## src/hdl/rstack_pkg.sv

```systemverilog
package rstack_pkg;

  localparam int STACK_DEPTH_DEF = 16;
  localparam int ID_W            = 16;
  localparam int DOORS_W         = 4;
  localparam int PRICE_W         = 24;
  localparam int HANDLE_W        = 32;
  localparam int SERIES_W        = 8;
  localparam int COUNT_W         = 5;

  typedef enum logic [1:0] {
    CMD_PUSH = 2'd0,
    CMD_POP  = 2'd1,
    CMD_TAKE = 2'd2,
    CMD_AVG  = 2'd3
  } cmd_t;

  typedef enum logic [1:0] {
    RES_NONE,
    RES_OVF,
    RES_REC,
    RES_AVG
  } res_kind_t;

  typedef enum logic [3:0] {
    S_IDLE,
    S_DECODE,
    S_POP_RD,
    S_POP_HIT,
    S_SCAN_RD,
    S_SCAN_CMP,
    S_SHIFT_RD,
    S_SHIFT_WR,
    S_DIV,
    S_FINISH
  } state_t;

  typedef struct packed {
    logic [ID_W-1:0]     id;
    logic [DOORS_W-1:0]  doors;
    logic [PRICE_W-1:0]  price;
    logic [HANDLE_W-1:0] model;
    logic [HANDLE_W-1:0] driver;
    logic [SERIES_W-1:0] series;
  } rec_t;

  typedef struct packed {
    logic      latch;
    logic      push_wr;
    logic      idx_top;
    logic      idx_dec;
    logic      idx_inc;
    logic      rd_en;
    logic      rd_next;
    logic      shift_wr;
    logic      hit_take;
    logic      div_start;
    logic      div_step;
    logic      load_out;
    res_kind_t res_kind;
  } dp_cmd_t;

  typedef struct packed {
    cmd_t op_cmd;
    logic full;
    logic empty;
    logic key_match;
    logic idx_zero;
    logic idx_below_cnt;
    logic div_last;
  } dp_sts_t;

endpackage

```

## src/hdl/rstack_dp.sv

```systemverilog
module rstack_dp
  import rstack_pkg::*;
#(
  parameter int STACK_DEPTH = STACK_DEPTH_DEF
) (
  input  logic                clk,
  input  logic                rst_n,
  input  dp_cmd_t             cmd,
  output dp_sts_t             sts,
  input  logic [1:0]          in_cmd,
  input  logic [ID_W-1:0]     in_car_id,
  input  logic [DOORS_W-1:0]  in_door_count,
  input  logic [PRICE_W-1:0]  in_price_cents,
  input  logic [HANDLE_W-1:0] in_model_handle,
  input  logic [HANDLE_W-1:0] in_driver_handle,
  input  logic [SERIES_W-1:0] in_series_char,
  output logic                out_found,
  output logic                out_overflow,
  output logic [ID_W-1:0]     out_id,
  output logic [DOORS_W-1:0]  out_doors,
  output logic [PRICE_W-1:0]  out_price,
  output logic [HANDLE_W-1:0] out_model,
  output logic [HANDLE_W-1:0] out_driver,
  output logic [SERIES_W-1:0] out_series,
  output logic [COUNT_W-1:0]  out_entry_count,
  output logic [PRICE_W-1:0]  out_average_price
);

  localparam int AW  = $clog2(STACK_DEPTH);
  localparam int CW  = $clog2(STACK_DEPTH + 1);
  localparam int SW  = PRICE_W + AW;
  localparam int STW = $clog2(SW);

  rec_t mem [STACK_DEPTH];

  cmd_t            op_cmd_r;
  logic [ID_W-1:0] op_key_r;
  rec_t            op_rec_r;
  rec_t            rd_data_r;
  rec_t            hit_rec_r;
  logic [AW-1:0]   idx_r;
  logic [CW-1:0]   cnt_r, cnt_nxt;
  logic [SW-1:0]   sum_r, sum_nxt;
  logic [SW-1:0]   quo_r;
  logic [CW-1:0]   rem_r;
  logic [STW-1:0]  step_r;

  logic [CW-1:0]   cnt_m1;
  logic [AW-1:0]   rd_addr;
  logic [AW-1:0]   wr_addr;
  rec_t            wr_data;
  logic            wr_en;
  logic [CW:0]     div_sh;
  logic [CW:0]     div_diff;
  logic            div_ge;
  logic [CW+4:0]   cnt_ext;

  assign cnt_m1   = cnt_r - CW'(1);
  assign rd_addr  = cmd.rd_next ? idx_r + AW'(1) : idx_r;
  assign wr_en    = cmd.push_wr | cmd.shift_wr;
  assign wr_addr  = cmd.push_wr ? cnt_r[AW-1:0] : idx_r;
  assign wr_data  = cmd.push_wr ? op_rec_r : rd_data_r;
  assign div_sh   = {rem_r, quo_r[SW-1]};
  assign div_diff = div_sh - {1'b0, cnt_r};
  assign div_ge   = (div_sh >= {1'b0, cnt_r});
  assign cnt_ext  = {5'b0, cnt_r};

  always_comb begin
    sts.op_cmd        = op_cmd_r;
    sts.full          = (cnt_r == CW'(STACK_DEPTH));
    sts.empty         = (cnt_r == '0);
    sts.key_match     = (rd_data_r.id == op_key_r);
    sts.idx_zero      = (idx_r == '0);
    sts.idx_below_cnt = (CW'(idx_r) < cnt_r);
    sts.div_last      = (step_r == STW'(SW - 1));
  end

  always_comb begin
    cnt_nxt = cnt_r;
    sum_nxt = sum_r;
    if (cmd.push_wr) begin
      cnt_nxt = cnt_r + CW'(1);
      sum_nxt = sum_r + SW'(op_rec_r.price);
    end else if (cmd.hit_take) begin
      cnt_nxt = cnt_m1;
      sum_nxt = sum_r - SW'(rd_data_r.price);
    end
  end

  always_ff @(posedge clk) begin
    if (!rst_n) begin
      cnt_r <= '0;
      sum_r <= '0;
    end else begin
      cnt_r <= cnt_nxt;
      sum_r <= sum_nxt;
    end
  end

  // record memory, one write and one registered read per cycle
  always_ff @(posedge clk) begin
    if (wr_en) begin
      mem[wr_addr] <= wr_data;
    end
    if (cmd.rd_en) begin
      rd_data_r <= mem[rd_addr];
    end
  end

  always_ff @(posedge clk) begin
    if (cmd.latch) begin
      op_cmd_r        <= cmd_t'(in_cmd);
      op_key_r        <= in_car_id;
      op_rec_r.id     <= in_car_id;
      op_rec_r.doors  <= in_door_count;
      op_rec_r.price  <= in_price_cents;
      op_rec_r.model  <= in_model_handle;
      op_rec_r.driver <= in_driver_handle;
      op_rec_r.series <= in_series_char;
    end
    if (cmd.idx_top) begin
      idx_r <= cnt_m1[AW-1:0];
    end else if (cmd.idx_dec) begin
      idx_r <= idx_r - AW'(1);
    end else if (cmd.idx_inc) begin
      idx_r <= idx_r + AW'(1);
    end
    if (cmd.hit_take) begin
      hit_rec_r <= rd_data_r;
    end
  end

  // restoring divider, one quotient bit per cycle
  always_ff @(posedge clk) begin
    if (cmd.div_start) begin
      quo_r  <= sum_r;
      rem_r  <= '0;
      step_r <= '0;
    end else if (cmd.div_step) begin
      quo_r  <= {quo_r[SW-2:0], div_ge};
      rem_r  <= div_ge ? div_diff[CW-1:0] : div_sh[CW-1:0];
      step_r <= step_r + STW'(1);
    end
  end

  always_ff @(posedge clk) begin
    if (cmd.load_out) begin
      out_found         <= (cmd.res_kind == RES_REC);
      out_overflow      <= (cmd.res_kind == RES_OVF);
      out_entry_count   <= cnt_ext[COUNT_W-1:0];
      out_average_price <= (cmd.res_kind == RES_AVG) ? quo_r[PRICE_W-1:0] : '0;
      if (cmd.res_kind == RES_REC) begin
        out_id     <= hit_rec_r.id;
        out_doors  <= hit_rec_r.doors;
        out_price  <= hit_rec_r.price;
        out_model  <= hit_rec_r.model;
        out_driver <= hit_rec_r.driver;
        out_series <= hit_rec_r.series;
      end else begin
        out_id     <= '0;
        out_doors  <= '0;
        out_price  <= '0;
        out_model  <= '0;
        out_driver <= '0;
        out_series <= '0;
      end
    end
  end

`ifndef SYNTHESIS
  a_cnt_bound: assert property (@(posedge clk) disable iff (!rst_n)
    cnt_r <= CW'(STACK_DEPTH))
    else $error("entry count above stack depth");

  a_sum_empty: assert property (@(posedge clk) disable iff (!rst_n)
    (cnt_r == '0) |-> (sum_r == '0))
    else $error("price sum nonzero on empty stack");

  a_push_room: assert property (@(posedge clk) disable iff (!rst_n)
    cmd.push_wr |-> !sts.full)
    else $error("push written into full stack");
`endif

endmodule

```

## src/hdl/rstack_ctrl.sv

```systemverilog
module rstack_ctrl
  import rstack_pkg::*;
(
  input  logic    clk,
  input  logic    rst_n,
  input  logic    in_valid,
  output logic    in_ready,
  output logic    out_valid,
  input  logic    out_ready,
  output dp_cmd_t cmd,
  input  dp_sts_t sts
);

  state_t    state_r, state_nxt;
  res_kind_t kind_r, kind_nxt;
  logic      out_valid_r, out_valid_nxt;

  assign in_ready  = (state_r == S_IDLE);
  assign out_valid = out_valid_r;

  always_ff @(posedge clk) begin
    if (!rst_n) begin
      state_r     <= S_IDLE;
      kind_r      <= RES_NONE;
      out_valid_r <= 1'b0;
    end else begin
      state_r     <= state_nxt;
      kind_r      <= kind_nxt;
      out_valid_r <= out_valid_nxt;
    end
  end

  always_comb begin
    state_nxt     = state_r;
    kind_nxt      = kind_r;
    out_valid_nxt = out_valid_r & ~out_ready;
    cmd           = '0;
    cmd.res_kind  = kind_r;
    case (state_r)
      S_IDLE: begin
        if (in_valid) begin
          cmd.latch = 1'b1;
          state_nxt = S_DECODE;
        end
      end
      S_DECODE: begin
        kind_nxt  = RES_NONE;
        state_nxt = S_FINISH;
        case (sts.op_cmd)
          CMD_PUSH: begin
            if (sts.full) begin
              kind_nxt = RES_OVF;
            end else begin
              cmd.push_wr = 1'b1;
            end
          end
          CMD_POP: begin
            if (!sts.empty) begin
              cmd.idx_top = 1'b1;
              state_nxt   = S_POP_RD;
            end
          end
          CMD_TAKE: begin
            if (!sts.empty) begin
              cmd.idx_top = 1'b1;
              state_nxt   = S_SCAN_RD;
            end
          end
          CMD_AVG: begin
            if (!sts.empty) begin
              cmd.div_start = 1'b1;
              state_nxt     = S_DIV;
            end
          end
          default: ;
        endcase
      end
      S_POP_RD: begin
        cmd.rd_en = 1'b1;
        state_nxt = S_POP_HIT;
      end
      S_POP_HIT: begin
        cmd.hit_take = 1'b1;
        kind_nxt     = RES_REC;
        state_nxt    = S_FINISH;
      end
      S_SCAN_RD: begin
        cmd.rd_en = 1'b1;
        state_nxt = S_SCAN_CMP;
      end
      S_SCAN_CMP: begin
        if (sts.key_match) begin
          cmd.hit_take = 1'b1;
          kind_nxt     = RES_REC;
          state_nxt    = S_SHIFT_RD;
        end else if (sts.idx_zero) begin
          state_nxt = S_FINISH;
        end else begin
          cmd.idx_dec = 1'b1;
          state_nxt   = S_SCAN_RD;
        end
      end
      // close the gap left by the removed record
      S_SHIFT_RD: begin
        if (sts.idx_below_cnt) begin
          cmd.rd_en   = 1'b1;
          cmd.rd_next = 1'b1;
          state_nxt   = S_SHIFT_WR;
        end else begin
          state_nxt = S_FINISH;
        end
      end
      S_SHIFT_WR: begin
        cmd.shift_wr = 1'b1;
        cmd.idx_inc  = 1'b1;
        state_nxt    = S_SHIFT_RD;
      end
      S_DIV: begin
        cmd.div_step = 1'b1;
        if (sts.div_last) begin
          kind_nxt  = RES_AVG;
          state_nxt = S_FINISH;
        end
      end
      S_FINISH: begin
        if (!out_valid_r || out_ready) begin
          cmd.load_out  = 1'b1;
          out_valid_nxt = 1'b1;
          state_nxt     = S_IDLE;
        end
      end
      default: begin
        state_nxt = S_IDLE;
      end
    endcase
  end

`ifndef SYNTHESIS
  a_accept_decode: assert property (@(posedge clk) disable iff (!rst_n)
    (in_valid && in_ready) |=> (state_r == S_DECODE))
    else $error("accepted request not decoded");

  a_no_overwrite: assert property (@(posedge clk) disable iff (!rst_n)
    (out_valid_r && !out_ready) |-> !cmd.load_out)
    else $error("pending result overwritten");

  a_div_hold: assert property (@(posedge clk) disable iff (!rst_n)
    (state_r == S_DIV && !sts.div_last) |=> (state_r == S_DIV))
    else $error("divide left early");
`endif

endmodule

```

## src/hdl/record_stack_with_keyed_removal.sv

```systemverilog
// channel  | handshake            | payload
// in       | in_valid / in_ready  | in_cmd, in_car_id, in_door_count, in_price_cents,
//          |                      | in_model_handle, in_driver_handle, in_series_char
// out      | out_valid / out_ready| out_found, out_overflow, out_id .. out_average_price
//
// one request at a time; push, and any request on an empty stack, ends after decode; pop
// reads the top record; take by id compares records from the top down and on a hit moves
// the records above down a slot; average divides sum by count, one quotient bit per cycle
// a finished result waits in the output register while the next request is taken
// the last cycle of a request repeats while the output register holds an unaccepted result
// synchronous active-low reset empties the stack; record memory is not cleared
module record_stack_with_keyed_removal
  import rstack_pkg::*;
#(
  parameter int STACK_DEPTH = STACK_DEPTH_DEF
) (
  input  logic                clk,
  input  logic                rst_n,
  input  logic                in_valid,
  output logic                in_ready,
  input  logic [1:0]          in_cmd,
  input  logic [ID_W-1:0]     in_car_id,
  input  logic [DOORS_W-1:0]  in_door_count,
  input  logic [PRICE_W-1:0]  in_price_cents,
  input  logic [HANDLE_W-1:0] in_model_handle,
  input  logic [HANDLE_W-1:0] in_driver_handle,
  input  logic [SERIES_W-1:0] in_series_char,
  output logic                out_valid,
  input  logic                out_ready,
  output logic                out_found,
  output logic                out_overflow,
  output logic [ID_W-1:0]     out_id,
  output logic [DOORS_W-1:0]  out_doors,
  output logic [PRICE_W-1:0]  out_price,
  output logic [HANDLE_W-1:0] out_model,
  output logic [HANDLE_W-1:0] out_driver,
  output logic [SERIES_W-1:0] out_series,
  output logic [COUNT_W-1:0]  out_entry_count,
  output logic [PRICE_W-1:0]  out_average_price
);

  dp_cmd_t dp_cmd;
  dp_sts_t dp_sts;

  rstack_ctrl u_ctrl (
    .clk       (clk),
    .rst_n     (rst_n),
    .in_valid  (in_valid),
    .in_ready  (in_ready),
    .out_valid (out_valid),
    .out_ready (out_ready),
    .cmd       (dp_cmd),
    .sts       (dp_sts)
  );

  rstack_dp #(
    .STACK_DEPTH (STACK_DEPTH)
  ) u_dp (
    .clk               (clk),
    .rst_n             (rst_n),
    .cmd               (dp_cmd),
    .sts               (dp_sts),
    .in_cmd            (in_cmd),
    .in_car_id         (in_car_id),
    .in_door_count     (in_door_count),
    .in_price_cents    (in_price_cents),
    .in_model_handle   (in_model_handle),
    .in_driver_handle  (in_driver_handle),
    .in_series_char    (in_series_char),
    .out_found         (out_found),
    .out_overflow      (out_overflow),
    .out_id            (out_id),
    .out_doors         (out_doors),
    .out_price         (out_price),
    .out_model         (out_model),
    .out_driver        (out_driver),
    .out_series        (out_series),
    .out_entry_count   (out_entry_count),
    .out_average_price (out_average_price)
  );

endmodule
```

## config.mk

```make
export PLATFORM = sky130hd
export DESIGN_NAME = record_stack_with_keyed_removal
export DESIGN_NICKNAME = d
export VERILOG_FILES = /design/src/hdl/rstack_pkg.sv /design/src/hdl/rstack_dp.sv /design/src/hdl/rstack_ctrl.sv /design/src/hdl/record_stack_with_keyed_removal.sv
export SDC_FILE = /design/constraint.sdc
export NUM_CORES = 2
export LEC_CHECK = 0
export BUFFER_PORTS_ARGS = -buffer_cell sky130_fd_sc_hd__buf_2
export CORE_MARGIN = 3
export CORE_UTILIZATION = 63
export DETAILED_ROUTE_END_ITERATION = 10
export PLACE_DENSITY_LB_ADDON = 0.2
export SKIP_LAST_GASP = 1
export SYNTH_ARGS = -nofsm -noshare
export SYNTH_HDL_FRONTEND = slang
export SYNTH_SLANG_ARGS = --single-unit
```

## constraint.sdc

```tcl
create_clock -name clk -period 20.6 [get_ports clk]
set_input_delay 4.12 -clock clk [delete_from_list [all_inputs] [get_ports clk]]
set_output_delay 4.12 -clock clk [all_outputs]
set_load 0.01 [all_outputs]
```

=== After elaboration in Yosys (flattened, before gate mapping) ===
Memories as Yosys holds them, arrays and structs flattened. A register that Yosys moved wholly into a read port is not among the register bits.
Index checks and enable logic that the tools add are counted.

* Flip-flop bits (word level): 463
* RAM bits: 1,856
* Input bits: 122
* Word-level logic and storage cells: 136
* Memories kept: 1

{| class="wikitable"
|+ Memory list
! memory !! words !! width !! read ports !! clocked after memory_dff !! write ports !! line !! source
|-
| u_dp.mem || 16 || 116 || 1 || 1 || 1 || rstack_dp.sv:34 || <nowiki>rec_t mem [STACK_DEPTH];</nowiki>
|}

* Add/subtract/negate cells: 8
* Magnitude comparators: 2
* Equal/unequal tests: 22
* Muxes and demuxes: 54
* Bitwise gates (word level): 3
* Reduce and logical (&&, ||, !) cells: 14

{| class="wikitable"
|+ Operators with widths
! operator !! number
|-
| two-way mux 116 bit || 1
|-
| two-way mux 28 bit || 4
|-
| two-way mux 4 bit || 13
|-
| case mux 4 bit (10 select lines) || 1
|-
| adder 28 x 24 -> 28 bit || 1
|-
| subtractor 28 x 24 -> 28 bit || 1
|-
| two-way mux 1 bit || 24
|-
| == test 16 bit || 1
|-
| == test 4 x 3 -> 1 bit (second input constant) || 4
|-
| two-way mux 5 bit || 3
|-
| case mux 4 bit (3 select lines) || 1
|-
| adder 5 x 1 -> 5 bit (second input constant) || 2
|-
| == test 5 bit (second input constant) || 2
|-
| == test 2 bit (second input constant) || 4
|-
| == test 4 x 2 -> 1 bit (second input constant) || 2
|-
| == test 4 bit (second input constant) || 2
|-
| zero test 4 bit || 2
|-
| two-way mux 2 bit || 4
|-
| case mux 2 bit (4 select lines) || 1
|-
| greater-or-equal comparator 6 x 5 -> 1 bit || 1
|-
| != test 2 bit (second input constant) || 3
|-
| AND reduction 3 bit || 2
|-
| zero test 5 bit || 1
|-
| < comparator 4 x 5 -> 1 bit || 1
|-
| 18 further kinds || 22
|}

=== Logic depth before layout (Yosys ltp) ===
* Depth in word-level cells: 7
* Depth in mapped cells: 21

=== Cells and area by module ===
A second synthesis with hierarchy kept.

* Cells, all modules: 4,574
* Area, all modules: 94,220.4 um^2

{| class="wikitable"
|+ By module, submodules not included
! module !! instances !! cells each !! area an instance (um^2) !! seq. area each (um^2)
|-
| rstack_dp || 1 || 4,479 || 93,493.4 || 72,479.5
|-
| rstack_ctrl || 1 || 95 || 726.9 || 140.1
|}

=== Least setup slack after synthesis ===
OpenSTA, ideal clock, no wires.

* Path type: in2reg
* From: input out_ready
* To: register u_dp.out_average_price[0] (enable)
* Setup time: 835 ps
* Arrival time: 14,119 ps
* Data required time: 19,765 ps
* Setup slack: 5,646 ps
* Stages on the path: 2
* Cell sequence: nor2b_1 -> nor3_1

{| class="wikitable"
|+ RTL lines
! what !! line !! source
|-
| start: declaration || record_stack_with_keyed_removal.sv:29 || <nowiki>input logic out_ready,</nowiki>
|-
| end signal: assignment || rstack_dp.sv:151 || <nowiki>out_average_price <= (cmd.res_kind == RES_AVG) ? quo_r[PRICE_W-1:0] : '0;</nowiki>
|-
| end: declaration || rstack_dp.sv:26 || <nowiki>output logic [PRICE_W-1:0] out_average_price</nowiki>
|}

=== Final worst setup path ===
* From: register u_dp.cnt_r[1]
* To: register, netlist name u_dp.rd_data_r[46]

* Cells in the longest elaborated chain, start to end: 4

{| class="wikitable"
|+ Ends and longest elaborated chain
! what !! line !! source
|-
| start: declaration || rstack_dp.sv:42 || <nowiki>logic [CW-1:0] cnt_r, cnt_nxt;</nowiki>
|-
| start signal: assignment || rstack_dp.sv:95 || <nowiki>cnt_r <= cnt_nxt;</nowiki>
|-
| < comparator 4 x 5 -> 1 bit (*) || rstack_dp.sv:74 || <nowiki>sts.idx_below_cnt = (CW'(idx_r) < cnt_r);</nowiki>
|-
| two-way mux 2 bit (*) || rstack_ctrl.sv:105 || <nowiki>if (sts.idx_below_cnt) begin</nowiki>
|-
| two-way mux 1 bit || rstack_ctrl.sv:39 || <nowiki>case (state_r)</nowiki>
|-
| two-way mux 4 bit || rstack_dp.sv:59 || <nowiki>assign rd_addr = cmd.rd_next ? idx_r + AW'(1) : idx_r;</nowiki>
|}

Every way passes the cells marked *; elsewhere a longest branch is shown, timed or not.
A chain may end at the register's enable or synchronous reset.

==> results.txt <==
* Most numerous cell in the Yosys netlist: sky130_fd_sc_hd__edfxtp_1
* Remaining number of nets flagged by the antenna check after routing: 0
- The startpoint identified for the worst hold timing path is u_dp.rd_data_r[44]$_DFFE_PP_.
- Routability-driven placement finished with a final weighted congestion of 0.857.
- From left edge to right edge, the die measures 394 um.
- Count of flip-flops with a built-in enable after synthesis: 2385
- TritonRoute pass-1 iters: 6
- Leaving out filler cells and counting taps, the final layout contains 7446.
- IO Count: 271
- Violation count after the first detailed-routing iteration: 5653
- Global-route wire length before repair: 310000 um
* Worst Slack Setup Final: 13870 ps
- Reg-to-Reg End: u_dp.rd_data_r[46]$_DFFE_PP_
- Combinational cell fraction of total power: 6.1%
- Switching power share of the total: 22.0%
- Row generation in the floorplan step produced 141 rows.
- Measured along the y axis, the die boundary spans 394 um.
- Sum of internal, switching and leakage power: 10.5 mW
- Final setup fails: 0
* Total power density per cell area: 99.5 nW/um2
* Part of the power in registers: 54.9%
* Clock-pin slew on the worst setup and hold paths: 60 ps
- During synthesis, Yosys emitted a total of 0 warnings.
- Counting cells, the worst reg-to-reg path comes to 13.
- Crit-path max FO: 46
* Avg Synthesized Cell Area: 19.3 um2
* Share of the cycle needed by the critical path after routing: 32.7%
- Unrepaired setup endpoints after global routing: false
- For this block, the routed nets add up to 209000 um of wire.
- Via count: 47200
- For this run, the top clock speed supported by timing is 149 MHz.
* Antenna violations before repair: 7
* Cells on Worst Hold Path: 0
- Result of the run: finished clean
- Counting tap cells, the placed design contains a total of 7017 instances.
- Cell internal power was estimated by the tool at 8.22 mW.
* Detailed Place HPWL: 103000 um
* Critical Path AT: 7300 ps
- TritonCTS built the clock tree.
- Cell area after layout: 106000 um2
- FF-to-FF Start: u_dp.cnt_r[1]$_SDFFE_PN0P_
* Syn nets: 5086
- Overall routing resource usage: 27.1%
* Critical path data required time: 21160 ps
* Latest clock arrival within the worst-skew pair: 830 ps
* Count of instances resized after the clock tree is built: 0
* Cell Area, Synth: 94900 um2
- The min-delay analysis places its worst path in the category reg -> reg.
- Synth-to-layout area growth: 11.6%
- Pin count of the biggest net entering global routing: 156
- Kind of end point of the critical path: register
- Postcts setup bufs: 0
- The clock network accounts for 38.9% of the total power.
* LEAKAGE: 35.6 nW
- Final Net Count: 5422
- Peak supply drop: 0.0937 mV
- The via count of the first global-routing pass was 47100.
* Startpoint type of the worst setup path: register
* Leading cell types by total area after synthesis: sky130_fd_sc_hd__edfxtp_1 76%, sky130_fd_sc_hd__mux4_2 8.3%, sky130_fd_sc_hd__mux2i_1 6.2%
- Total core area: 149000 um2
* Initial cell density of the core: 63.8%
* Final Slew Violations: 0
- After global routing the overflow that remains totals 0.
- Worst Setup Path Type: reg -> reg
- The clock tree synthesis step divided the H-tree into 4 levels.
- In the final timing run, aggregate negative setup slack is 0 ps.
- After synthesis, the largest area contributor takes up 75.5% of total cell area.
- Final hold violations: 0
- Total die area: 155000 um2
- The synthesized design spends more area on one cell type than any other, namely sky130_fd_sc_hd__edfxtp_1.
- WHS: 443 ps
* MaxCap Viol Count: 0
- Count of input and output buffers: 270
- At the pin with the least slew margin, the transition time is 1190 ps.
- The cell sitting at the root of the clock tree is a sky130_fd_sc_hd__clkbuf_16.
- The clock passes through at most 3 buffers.
* Final min period: 6730 ps
- Cells fill 71.2% of the core in the end.
* Seq/Total Area, Yosys: 76.6%
- Dpl ws: 13770 ps
- In the routed design, unresolved DRC markers number 0.
* Most used DFF post-synth: sky130_fd_sc_hd__edfxtp_1
* Number of synthesized register bits: 2435
- Fraction of final layout cells sized beyond drive strength 1: 19.3%
- Synthesis instantiated 67 different standard cells from the library.
* Most frequent cells after synthesis: 2385 x sky130_fd_sc_hd__edfxtp_1, 583 x sky130_fd_sc_hd__mux2i_1, 498 x sky130_fd_sc_hd__nand2_1
- Register-to-register setup slack: 13870 ps
- In this run the power spent charging and discharging nets is 2.32 mW.
- Dividing the detail-routed via count by the number of cells gives 6.34.
* Number of sinks driven by the clock tree: 2435
- Final clock skew: 57.8 ps
- After detailed placement, the total cell area comes to 98500 um2.
* Hold-fix buffer count after cts: 0
- Dividing the detail-routed wire length by the instance count gives 28.1 um.
- The worst pin sits at a relative slew slack of 20.8%.
* Gate Count Post-Synth: 4910
- Fraction of registers with async set or reset after synthesis: 0%
- For hold timing, the worst endpoint is u_dp.hit_rec_r[44]$_DFFE_PP_.
* Inserted Clock Buffers: 229
worst max path at each step:
stage                     depth (start not counted)                  startpoint                                       to  slack (ps)
final                                            13  u_dp.cnt_r[1]$_SDFFE_PN0P_             u_dp.rd_data_r[46]$_DFFE_PP_       13870
after global routing                             13  u_dp.cnt_r[1]$_SDFFE_PN0P_             u_dp.rd_data_r[46]$_DFFE_PP_       13230
after CTS                                        13  u_dp.cnt_r[1]$_SDFFE_PN0P_             u_dp.rd_data_r[46]$_DFFE_PP_       13740
after detailed placement                         13  u_dp.cnt_r[1]$_SDFFE_PN0P_             u_dp.rd_data_r[46]$_DFFE_PP_       13770
after global placement                           13  u_dp.cnt_r[1]$_SDFFE_PN0P_             u_dp.rd_data_r[16]$_DFFE_PP_       13910
after floorplan                                   2                   out_ready  u_dp.out_average_price[0]$_SDFFCE_PP0P_        5650
flip-flops by register name (all words and copies together), names as in the netlist, 28 cells and up:
name	count
u_dp.op_rec_r	100
u_dp.quo_r	28
u_dp.rd_data_r	116
u_dp.out_driver	32
u_dp.hit_rec_r	116
u_dp.out_model	32
u_dp.sum_r	28
u_dp.mem	1856
cells by family (layout without fill, tap and decap cells):
group           after synthesis  in the layout  synth area share [%]
flops                      2435           2435                  76.6
mux                         931            931                  14.4
simple gates                904            904                  4.33
buf+inv                     261            793                  1.38
compound gates              254            254                  1.91
xor+xnor                     71             71                 0.679
fa+ha+maj                    54             54                 0.728
other cells                   0              2                     0
layout by cell type, fill, tap and decap left out, types with 60 or more instances in the layout:
cell and instances:
sky130_fd_sc_hd__o21ai_0 60, sky130_fd_sc_hd__mux2i_1 583, sky130_fd_sc_hd__buf_2 270, sky130_fd_sc_hd__and2_1 133, sky130_fd_sc_hd__a221o_1 62, sky130_fd_sc_hd__edfxtp_1 2385
sky130_fd_sc_hd__nor2_1 102, sky130_fd_sc_hd__nand2_1 498, sky130_fd_sc_hd__clkbuf_1 60, sky130_fd_sc_hd__clkbuf_16 233, sky130_fd_sc_hd__mux4_2 348
power by group through the flow:
stage | clock, mW | combinational (mW) | sequential (mW)
6_report | 4.10 | 0.647 | 5.78
5_1_grt | 4.37 | 0.709 | 5.79
4_1_cts | 4.16 | 0.647 | 5.78
3_5_place_dp | 0 | 0.645 | 5.88
3_3_place_gp | 0 | 0.623 | 5.88
2_1_floorplan | 0 | 0.400 | 5.89
critical path, cell delays in order, from the launching register on:
cell	delay, ps
sky130_fd_sc_hd__dfxtp_1	530
sky130_fd_sc_hd__inv_1	190
sky130_fd_sc_hd__ha_1	330
sky130_fd_sc_hd__a21o_1	160
sky130_fd_sc_hd__a21o_1	210
sky130_fd_sc_hd__a21oi_2	320
sky130_fd_sc_hd__o21ai_1	210
sky130_fd_sc_hd__xnor2_4	170
sky130_fd_sc_hd__buf_4	670
sky130_fd_sc_hd__buf_4	800
sky130_fd_sc_hd__buf_4	890
sky130_fd_sc_hd__buf_4	790
sky130_fd_sc_hd__mux4_2	640
sky130_fd_sc_hd__a221o_1	360
metal layers:
layer | track usage, % | share of wire [%] | vias up
met2 | 42.1 | 48 | 2385
met4 | 6.79 | 2.1 | 4
met5 | 0 | 0.016 | -
met1 | 40.6 | 41 | 24300
li1 | - | - | 20200
met3 | 5.26 | 9.7 | 321
final cells by class:
type | instances | area, um2
Clock buffer | 294 | 6070
Multi-Input combinational cell | 2214 | 21200
Inverter | 23 | 86.3
Timing Repair Buffer | 343 | 2120
Tap cell | 2002 | 2500
Antenna cell | 2 | 5.00
Fill cell | 8770 | 42900
Sequential cell | 2435 | 72600
Clock inverter | 133 | 1290
(Power assumes the default switching activity.)
